**src/sv/olst_pkg.sv**
```systemverilog
// ---------------------------------------------------------------------------
// olst_pkg: shared types and constants of the ordered list store
// Sizes, command and status codes, and the broadcast bundle sent to the cells.
// ---------------------------------------------------------------------------
package olst_pkg;

	localparam int CAPACITY = 64;
	localparam int CNT_W    = $clog2(CAPACITY + 1);
	localparam int IDX_W    = $clog2(CAPACITY);
	localparam int VAL_W    = 32;
	localparam int POS_W    = 7;
	localparam int FIDX_W   = 6;
	localparam int LEN_W    = 7;
	localparam int CMP_W    = (CNT_W > POS_W) ? CNT_W : POS_W;

	typedef enum logic [2:0] {
		CMD_PUSH_BACK  = 3'd0,
		CMD_PUSH_FRONT = 3'd1,
		CMD_INSERT_AT  = 3'd2,
		CMD_POP_BACK   = 3'd3,
		CMD_POP_FRONT  = 3'd4,
		CMD_REMOVE_AT  = 3'd5,
		CMD_GET_AT     = 3'd6,
		CMD_FIND       = 3'd7
	} olst_cmd_t;

	typedef enum logic [1:0] {
		STS_OK      = 2'd0,
		STS_RANGE   = 2'd1,
		STS_FULL    = 2'd2,
		STS_MISSING = 2'd3
	} olst_status_t;

	typedef enum logic {
		S_IDLE    = 1'b0,
		S_COLLECT = 1'b1
	} olst_state_t;

	// control broadcast from the controller to every cell
	typedef struct packed {
		logic             fire;
		logic             shift_up;
		logic             shift_down;
		logic [IDX_W-1:0] at;
		logic [VAL_W-1:0] key;
		logic [CNT_W-1:0] count;
	} olst_bcast_t;

endpackage

```
**src/sv/olst_cell.sv**
```systemverilog
// ---------------------------------------------------------------------------
// olst_cell: one list slot
// Holds one entry, shifts to or from its neighbors, and registers its own
// read-out and compare result for the controller.
// ---------------------------------------------------------------------------
module olst_cell (
	input  logic                       clk,
	input  olst_pkg::olst_bcast_t      bc,
	input  logic [olst_pkg::IDX_W-1:0] idx,
	input  logic [olst_pkg::VAL_W-1:0] left_data,
	input  logic [olst_pkg::VAL_W-1:0] right_data,
	output logic [olst_pkg::VAL_W-1:0] data,
	output logic [olst_pkg::VAL_W-1:0] pick_s1,
	output logic                       match_s1
);
	import olst_pkg::*;

	logic [VAL_W-1:0] data_q;
	logic             live;

	assign live = CNT_W'(idx) < bc.count;
	assign data = data_q;

	always_ff @(posedge clk) begin
		if (bc.fire) begin
			pick_s1  <= (idx == bc.at) ? data_q : '0;
			match_s1 <= live && (data_q == bc.key);
			if (bc.shift_up) begin
				if (idx == bc.at) begin
					data_q <= bc.key;
				end else if (idx > bc.at) begin
					data_q <= left_data;
				end
			end else if (bc.shift_down && (idx >= bc.at)) begin
				data_q <= right_data;
			end
		end
	end

endmodule

```
**config.mk**
```make
export PLATFORM = sky130hd
export DESIGN_NAME = olst_cell
export DESIGN_NICKNAME = d
export VERILOG_FILES = /design/src/sv/olst_pkg.sv /design/src/sv/olst_cell.sv
export SDC_FILE = /design/constraint.sdc
export NUM_CORES = 1
export LEC_CHECK = 0
export BUFFER_PORTS_ARGS = -buffer_cell sky130_fd_sc_hd__clkbuf_2
export CAP_MARGIN = 30
export CORE_ASPECT_RATIO = 1.75
export CORE_MARGIN = 3
export CORE_UTILIZATION = 46
export CTS_CLUSTER_SIZE = 12
export DETAILED_ROUTE_END_ITERATION = 10
export PLACE_DENSITY = 0.91
export SLEW_MARGIN = 20
export SYNTH_ARGS = -nofsm -noshare
export SYNTH_HDL_FRONTEND = slang
export SYNTH_SLANG_ARGS = --single-unit
```
**constraint.sdc**
```tcl
create_clock -name clk -period 4.1 [get_ports clk]
set_input_delay 0.41 -clock clk [delete_from_list [all_inputs] [get_ports clk]]
set_output_delay 0.41 -clock clk [all_outputs]
set_load 0.01 [all_outputs]
```
==> results of run 1 <==
synth_stat cells:
cell type  count
nor2_8         1
o21ai_0        2
ha_1          11
o22ai_1        1
nor2_1        34
nor4_1         8
nor3_1         1
buf_12         3
nand2_1        1
xor2_1        32
and2_1        32
nand4_4        1
nand2b_1       2
nand4_1        2
a21oi_1       37
nor2b_1        1
clkbuf_1      10
edfxtp_1      65
nand4b_1       1
inv_1         11
mux2i_1       32
a21o_1         2
routing by layer:
metal  vias to the layer above  track usage [%]  share of wire, %
met4                         0             10.7               3.0
met2                       105             42.5                58
li1                       1412                -                 -
met5                         -                0                 0
met3                        20             5.20               5.4
met1                      1324             22.8                34
registers in the layout, indices dropped and copies added, names as in the netlist:
register	flops
pick_s1	32
data	32
match_s1	1
final cells by class:
cell class | count | area [um^2] | share of cell area (%)
inverters | 11 | 41.3 | 0.852
well taps | 86 | 108 | 2.22
clock inverters | 6 | 106 | 2.19
multi-input cells | 201 | 1430 | 29.6
clock buffers | 10 | 229 | 4.72
flip-flops and latches | 65 | 1950 | 40.3
repair buffers | 187 | 978 | 20.2
cell families (layout without fill, tap and decap cells):
logic type	Yosys count	after routing
and+or+nand+nor	84	84
DFF	65	65
AOI/OAI and AO/OA	42	42
xor gates and xnor gates	32	32
muxes	32	32
buffers and inverters	24	214
adders and majority gates	11	11
per-stage QoR:
step	power, mW	cell area [um^2]	setup slack [ps]
floorplan	0.945	3510	1010
global placement	1.08	4470	1630
detailed placement	1.09	4470	1550
CTS	1.96	4800	1900
global route	2.02	4850	1970
finish	1.95	4850	2120
power groups by stage:
stage                     Combinational [mW]  Clock, mW  Sequential [mW]
after floorplan                        0.106          0            0.838
after global placement                 0.261          0            0.822
after detailed placement               0.269          0            0.825
after CTS                              0.271      0.874            0.812
after global routing                   0.301      0.907            0.816
final                                  0.274      0.862            0.811
worst max path at each step:
stage,start,to,slack (ps),cells after the start
after floorplan,bc[43],data[0]$_DFFE_PP_,1010,6
after global placement,bc[46],data[16]$_DFFE_PP_,1630,4
after detailed placement,bc[46],data[13]$_DFFE_PP_,1550,4
after CTS,bc[46],data[27]$_DFFE_PP_,1900,4
after global routing,bc[46],data[27]$_DFFE_PP_,1970,5
final,bc[46],data[27]$_DFFE_PP_,2120,5
worst register-to-register path, cell delays in order (launching register included):
cell and delay [ps]:
edfxtp_1 440, xor2_1 170, nor4_1 440, nand4_1 190
nor3_1 210
==> results.toml, run 1 <==
[clocking]
numCtsBuffers = 9
path_clk_slew_ps = 60
cts_tree = "yes"
cts_buffer_depth = 2
cts.repair.resized = 0
cts_hold_buf = 0
clock_latency_ps = 330
cts_root_buf = "clkbuf_16"
cts_setup_buffers = 0
cts_max_level = 3
clock-sinks = 65

[floorplanning]
rows = 41
die_y_um = 122
die_x_um = 72.1
pin_count = 184
initial_core_util_pct = 47.9
die_area_um2 = 8760
core_area_um2 = 7340

[grt]
overflow = 0
antenna_found_initial = 0
grt_max_degree = 66
grt_pass1_wl_mm = 14.7
grt_usage_pct = 22.7
grt_pass1_vias = 2990

[route]
vias_per_cell = 5.05
avgRoutedWirePerCell_um = 17.3
antenna_left = 0
route.detailed.drc = 0
vias = 2861
drt_pre_antenna_iters = 4
wirelength_mm = 9.77
drt-initial-drc-count = 155

[critical_path]
crit_required_ps = 4140
r2r_slack_ps = 2490
r2r_cells = 4
r2r_end = "match_s1$_DFFE_PP_"
rr_startpoint = "data[25]$_DFFE_PP_"
crit_slowest_cell = "a21oi_4"
crit_path_end_kind = "register"
crit_family = "compound AO/OA/AOI/OAI gates"
arrival_ps = 2020
worstSetupStartpointType = "primary input"
path_class = "in -> reg"
crit_fanout = 65
cp_cell_sequence = "clkbuf_2, buf_4, o21ai_0, a21oi_4, buf_16"
cp_num_buf_inv = 3
critPathMaxStageDelay_ps = 530

[sta]
finalCritPeriodShare_pct = 48.3
worst_pin_slew_ps = 610
setup_viol = 0
drv_slew = 0
rsz0062_at_grt = "no"
holdWs_ps = 400
max_freq_mhz = 505
finalHoldViolations = 0
finClkSkew_ps = 6.84
tns_ps = 0
relSlewSlack_pct = 59.3
final.min_clock_period_ps = 1980

[placed_design]
gp_congestion = 0.978
numPlacedInstances = 548
io_buffer_count = 183
place_hpwl_mm = 7.59

[yosys]
yosys.cell_types.count = 22
yosysWarnings = 0
synthMuxAreaShare_pct = 9.12
synth-xor-area-share_pct = 7.98
yosysTopAreaCellShare_pct = 55.6
synth_area_per_cell_um2 = 12.1
synth_area_leaders = "edfxtp_1, mux2i_1, xor2_1, and2_1, a21oi_1"
synth_top_cell_by_area = "edfxtp_1"
ys_seq_elements = 65
synth_compound_area_share_pct = 6.16
synth_top_family_by_area = "simple AND/OR/NAND/NOR gates"
syn_nets = 420
netlist_area_um2 = 3510
synth-seq-area-share_pct = 55.6
syn_inst = 290
synthAdderAreaFrac_pct = 3.92
synth-simple-area-share_pct = 13.3

[hold_path]
min_from = "right_data[13]"
min_to = "data[13]$_DFFE_PP_"
min_path_type = "in -> reg"
holdPathStages = 3

[pwr]
p_sw_mw = 0.452
p_leak_nw = 2.23
irDropWorstVdd_v = 0.000414
clkPwrFrac_pct = 44.3
pwr-share-comb_pct = 14.0
p_seq_share_pct = 41.7
powerDensity_nw_per_um2 = 402
p_int_mw = 1.49
switching_share_pct = 23.2

[final_layout]
drive_gt1_share_pct = 42.5
final_util_pct = 66.1
antennaDiodeCount = 0
final_cell_mix = "clkbuf_2, edfxtp_1, a21oi_1, nor2_1"
fin_cells = 566
fill_cells = 551
layout_commonest_cell = "clkbuf_2"
synthToLayoutAreaGrowth_pct = 38.0
fin_nets = 605

[run_status]
status = "completed"

[flow_run]
cap_violations = 0
Note: power is estimated with default switching activity, not from simulation.
==> inputs of run 2 (changes only) <==
Settings changed: CORE_UTILIZATION 46 to 41, PLACE_DENSITY 0.91 to 0.87.
Clock period 4.1 ns to 1.7 ns, I/O delays scaled along.
==> run 2 against run 1 <==
Compared with the run above:
- sequential cell count is the same
- sequential power grew 140%
- critical path type is now reg -> reg
- final cell count grew 6.2%
- count of clock-buffer cells in the layout shrank 1
- via count grew 1.6%
- worst setup slack lost 2000 ps
- utilization shrank 5.3 points
- critical endpoint is now match_s1$_DFFE_PP_
==> results.toml, run 2 (synthesis results as in run 1) <==
[clocking]
cts_buffer_depth = 2
cts_root_buf = "clkbuf_16"
clock-sinks = 65
clock_latency_ps = 340
numCtsBuffers = 9
cts_hold_buf = 0
cts_tree = "yes"
path_clk_slew_ps = 60
cts_max_level = 3

[critical_path]
crit_slowest_cell = "edfxtp_1"
critPathMaxStageDelay_ps = 450
path_class = "reg -> reg"
crit_fanout = 3
crit_required_ps = 1880
arrival_ps = 1800
worstSetupStartpointType = "register"
crit_path_end_kind = "register"
cp_cell_sequence = "xor2_1, nor4_1, nand4_1, nor3_2"

[floorplanning]
die_y_um = 128
initial_core_util_pct = 42.3
core_area_um2 = 8310
rows = 44
pin_count = 184
die_x_um = 76.0
die_area_um2 = 9760

[sta]
drv_slew = 0
tns_ps = 0
rsz0062_at_grt = "no"
max_freq_mhz = 619
finalCritPeriodShare_pct = 95.0
setup_ws_ps = 84.7
finClkSkew_ps = 5.42
worst_pin_slew_ps = 443
relSlewSlack_pct = 70.5
finalHoldViolations = 0
final.min_clock_period_ps = 1620
holdWs_ps = 150
setup_viol = 0

[final_layout]
fin_cells = 601
final_cell_mix = "clkbuf_2, edfxtp_1, a21oi_1, nor2_1"
fin_area_um2 = 5050
antennaDiodeCount = 0
drive_gt1_share_pct = 46.1
final_util_pct = 60.8
layout_commonest_cell = "clkbuf_2"
fin_nets = 611
synthToLayoutAreaGrowth_pct = 43.8

[run_status]
status = "completed"

[placed_design]
io_buffer_count = 183
gp_congestion = 0.840
place_hpwl_mm = 8.05
numPlacedInstances = 585
placed_area_um2 = 4690
pre_cts_ws_ps = -30.9

[route]
vias_per_cell = 4.84
route.detailed.drc = 0
avgRoutedWirePerCell_um = 16.8
wirelength_mm = 10.1
drt-initial-drc-count = 102
drt_pre_antenna_iters = 4
vias = 2906
antenna_left = 0

[pwr]
p_leak_nw = 2.27
irDropWorstVdd_v = 0.000510
powerDensity_nw_per_um2 = 959
total_power_mw = 4.85

[grt]
grt_max_degree = 45
grt_usage_pct = 20.8
grt_pass1_wl_mm = 15.2
grt_pass1_vias = 3008
overflow = 0
antenna_found_initial = 0

[flow_run]
cap_violations = 0

[hold_path]
min_path_type = "in -> reg"
run 2: changes by cell type in the layout (fill, tap and decap cells not counted), sizes merged:
cell	change
clkbuf	-1
inv	+2
buf	+6
clkinvlp	-1
run 2: report_power, final:
part,internal (mW),switching (mW)
Combinational,0.324,0.384
Sequential,1.88,0.0693
Clock,1.45,0.742
run 2: worst paths after layout:
check / startpoint / end / slack [ps] / cells after the start
hold reg to reg: data[14]$_DFFE_PP_ / pick_s1[14]$_SDFFCE_PN0P_ / 600 / 1
hold / removal: right_data[6] / data[6]$_DFFE_PP_ / 150 / 3
setup / recovery: data[22]$_DFFE_PP_ / match_s1$_DFFE_PP_ / 80 / 4
setup reg to reg: data[22]$_DFFE_PP_ / match_s1$_DFFE_PP_ / 80 / 4
run 2: layout make-up:
cell class | instances | area [um^2]
Clock buffer | 9 | 225
Clock inverter | 7 | 125
Fill cell | 665 | 3260
Inverter | 11 | 58.8
Multi-Input combinational cell | 201 | 1510
Sequential cell | 65 | 1950
Tap cell | 115 | 144
Timing Repair Buffer | 193 | 1040
run 2: repair_timing:
item                                    4_1_cts  5_1_grt
resized for setup                             1        1
endpoints found under the setup margin        1        1
pin swaps                                     0        1
cloned                                        0        0
setup buffers                                 0        0
run 2: worst max-delay path: cells and delay by family, from the launching register on:
family	cells	cell delay, ps
flip-flops	1	450
AND/OR/NAND/NOR	3	840
XOR/XNOR	1	170
run 2: routing by layer:
layer  GRT usage (%)  vias to the layer above  share of wire [%]
li1                -                     1425                  -
met1            21.3                     1322                 35
met2            39.1                      133                 56
met3            3.50                       26                5.1
met4            13.2                        0                4.6
met5               0                        -                  0
==> inputs of run 3 (changes only) <==
Settings changed: CORE_MARGIN 3 to default.
==> run 3 against run 2 <==
Compared with the run above:
- power fell by 7.6%
- sequential cell count unchanged
- worst setup slack improved by 11 ps
- combinational power about the same
- sequential power is essentially flat
- count of clock-buffer cells in the layout unchanged
- largest cell class unchanged
- via count up 1.2%
- register-to-register slack is essentially flat
- clock skew grew 1.4 ps
- sequential share of layout area rose by 0.26 points
- wire length shrank 4.2%
==> results.toml, run 3 (synthesis results as in run 1) <==
[sta]
finalCritPeriodShare_pct = 94.4
setup_ws_ps = 95.6
max_freq_mhz = 623
rsz0062_at_grt = "no"
finalHoldViolations = 0
finClkSkew_ps = 6.79
final.min_clock_period_ps = 1600
setup_viol = 0
holdWs_ps = 157
worst_pin_slew_ps = 449
relSlewSlack_pct = 70.1
drv_slew = 0

[final_layout]
layout_commonest_cell = "clkbuf_2"
multi_input_area_um2 = 1510
drive_gt1_share_pct = 46.0
fin_nets = 612
synthToLayoutAreaGrowth_pct = 42.9
regArea_um2 = 1950
fill_cells = 675
antennaDiodeCount = 0
final_cell_mix = "clkbuf_2, edfxtp_1, a21oi_1, nor2_1"
final_util_pct = 60.4

[floorplanning]
die_area_um2 = 8960
initial_core_util_pct = 42.3
core_area_um2 = 8310
pin_count = 184
die_y_um = 124
rows = 44
die_x_um = 72.0

[clocking]
numCtsBuffers = 9
clock-sinks = 65
path_clk_slew_ps = 50
clock_latency_ps = 330
cts_tree = "yes"
cts_buffer_depth = 2
cts_max_level = 3
cts_root_buf = "clkbuf_16"
cts_hold_buf = 0

[pwr]
switching_share_pct = 25.4
irDropWorstVdd_v = 0.000662
clkPwrFrac_pct = 40.6
total_power_mw = 4.48
p_sw_mw = 1.14
p_leak_nw = 2.26
pwr-share-comb_pct = 15.8
powerDensity_nw_per_um2 = 893
p_seq_share_pct = 43.6
p_int_mw = 3.34

[route]
avgRoutedWirePerCell_um = 16.1
vias_per_cell = 4.89
vias = 2941
route.detailed.drc = 0
drt_pre_antenna_iters = 4
wirelength_mm = 9.69
antenna_left = 0
drt-initial-drc-count = 161

[grt]
top_usage_layer = "met2"
use_met3_pct = 4.77
overflow = 0
grt_usage_pct = 22.8
grt_max_degree = 45
grt_pass1_wl_mm = 15.1
use_met2_pct = 40.7
grt_pass1_vias = 3085
globalRouteMet1Util_pct = 22.7
antenna_found_initial = 0

[placed_design]
gp_congestion = 0.895
pre_cts_ws_ps = -39.2
io_buffer_count = 183
place_hpwl_mm = 7.74

[critical_path]
crit_required_ps = 1870
crit_slowest_cell = "edfxtp_1"
critPathMaxStageDelay_ps = 440
cp_cell_sequence = "xor2_1, nor4_2, buf_4, nand4_1, nor3_1"
crit_path_end_kind = "register"
path_class = "reg -> reg"
arrival_ps = 1770
worstSetupStartpointType = "register"
crit_fanout = 3

[run_status]
status = "completed"

[hold_path]
min_path_type = "in -> reg"

[flow_run]
cap_violations = 0
run 3: changes by cell type in the layout (fill, tap and decap cells not counted), sizes merged:
cell    change
buf         +1
bufinv      -2
clkinv      +3
inv         -1
run 3: timing repair:
| action | 4_1_cts | 5_1_grt |
|---|---|---|
| pin swaps | 0 | 0 |
| setup buffers | 0 | 0 |
| setup endpoints to repair | 1 | 1 |
| gates resized for setup | 1 | 1 |
run 3: worst max-delay path, delay by kind of cell (launching register included):
kind | cells | cell delay (ps)
flip-flops | 1 | 440
AND/OR/NAND/NOR | 3 | 640
buffers and inverters | 1 | 170
XOR/XNOR | 1 | 180
run 3: final timing paths:
path / depth (start not counted) / slack (ps) / to / startpoint
setup / recovery: 5 / 100 / match_s1$_DFFE_PP_ / data[10]$_DFFE_PP_
hold / removal: 3 / 160 / data[6]$_DFFE_PP_ / right_data[6]
setup reg to reg: 5 / 100 / match_s1$_DFFE_PP_ / data[10]$_DFFE_PP_
hold reg to reg: 1 / 600 / pick_s1[7]$_SDFFCE_PN0P_ / data[7]$_DFFE_PP_
run 3: layout make-up:
class                           count  share of cell area (%)
Sequential cell                    65                    38.9
Multi-Input combinational cell    201                    30.1
Timing Repair Buffer              194                    21.1
Clock buffer                        9                    4.49
Tap cell                          115                    2.87
Clock inverter                      7                    1.40
Inverter                           11                    1.17
run 3: metal layers:
metal	wire (um)	share of wire [%]	vias up
li1	-	-	1421
met1	3460	36	1353
met2	5240	54	132
met3	440	4.5	35
met4	550	5.7	0
met5	0	0	-
run 3: metrics by stage:
stage | std cells | setup TNS (ps) | area, um^2
3_3_place_gp | 586 | -15.3 | 4710
2_1_floorplan | 290 | -1090 | 3600
3_5_place_dp | 586 | -334 | 4710
5_1_grt | 602 | 0 | 5020
4_1_cts | 602 | 0 | 5010
6_report | 602 | 0 | 5020
run 3: power groups by stage:
stage | registers (mW) | clock network, mW | logic, mW
after floorplan | 2.02 | 0 | 0.276
after global placement | 1.98 | 0 | 0.689
after global routing | 1.96 | 1.93 | 0.772
final | 1.95 | 1.82 | 0.710
after detailed placement | 1.99 | 0 | 0.710
after CTS | 1.95 | 1.85 | 0.717
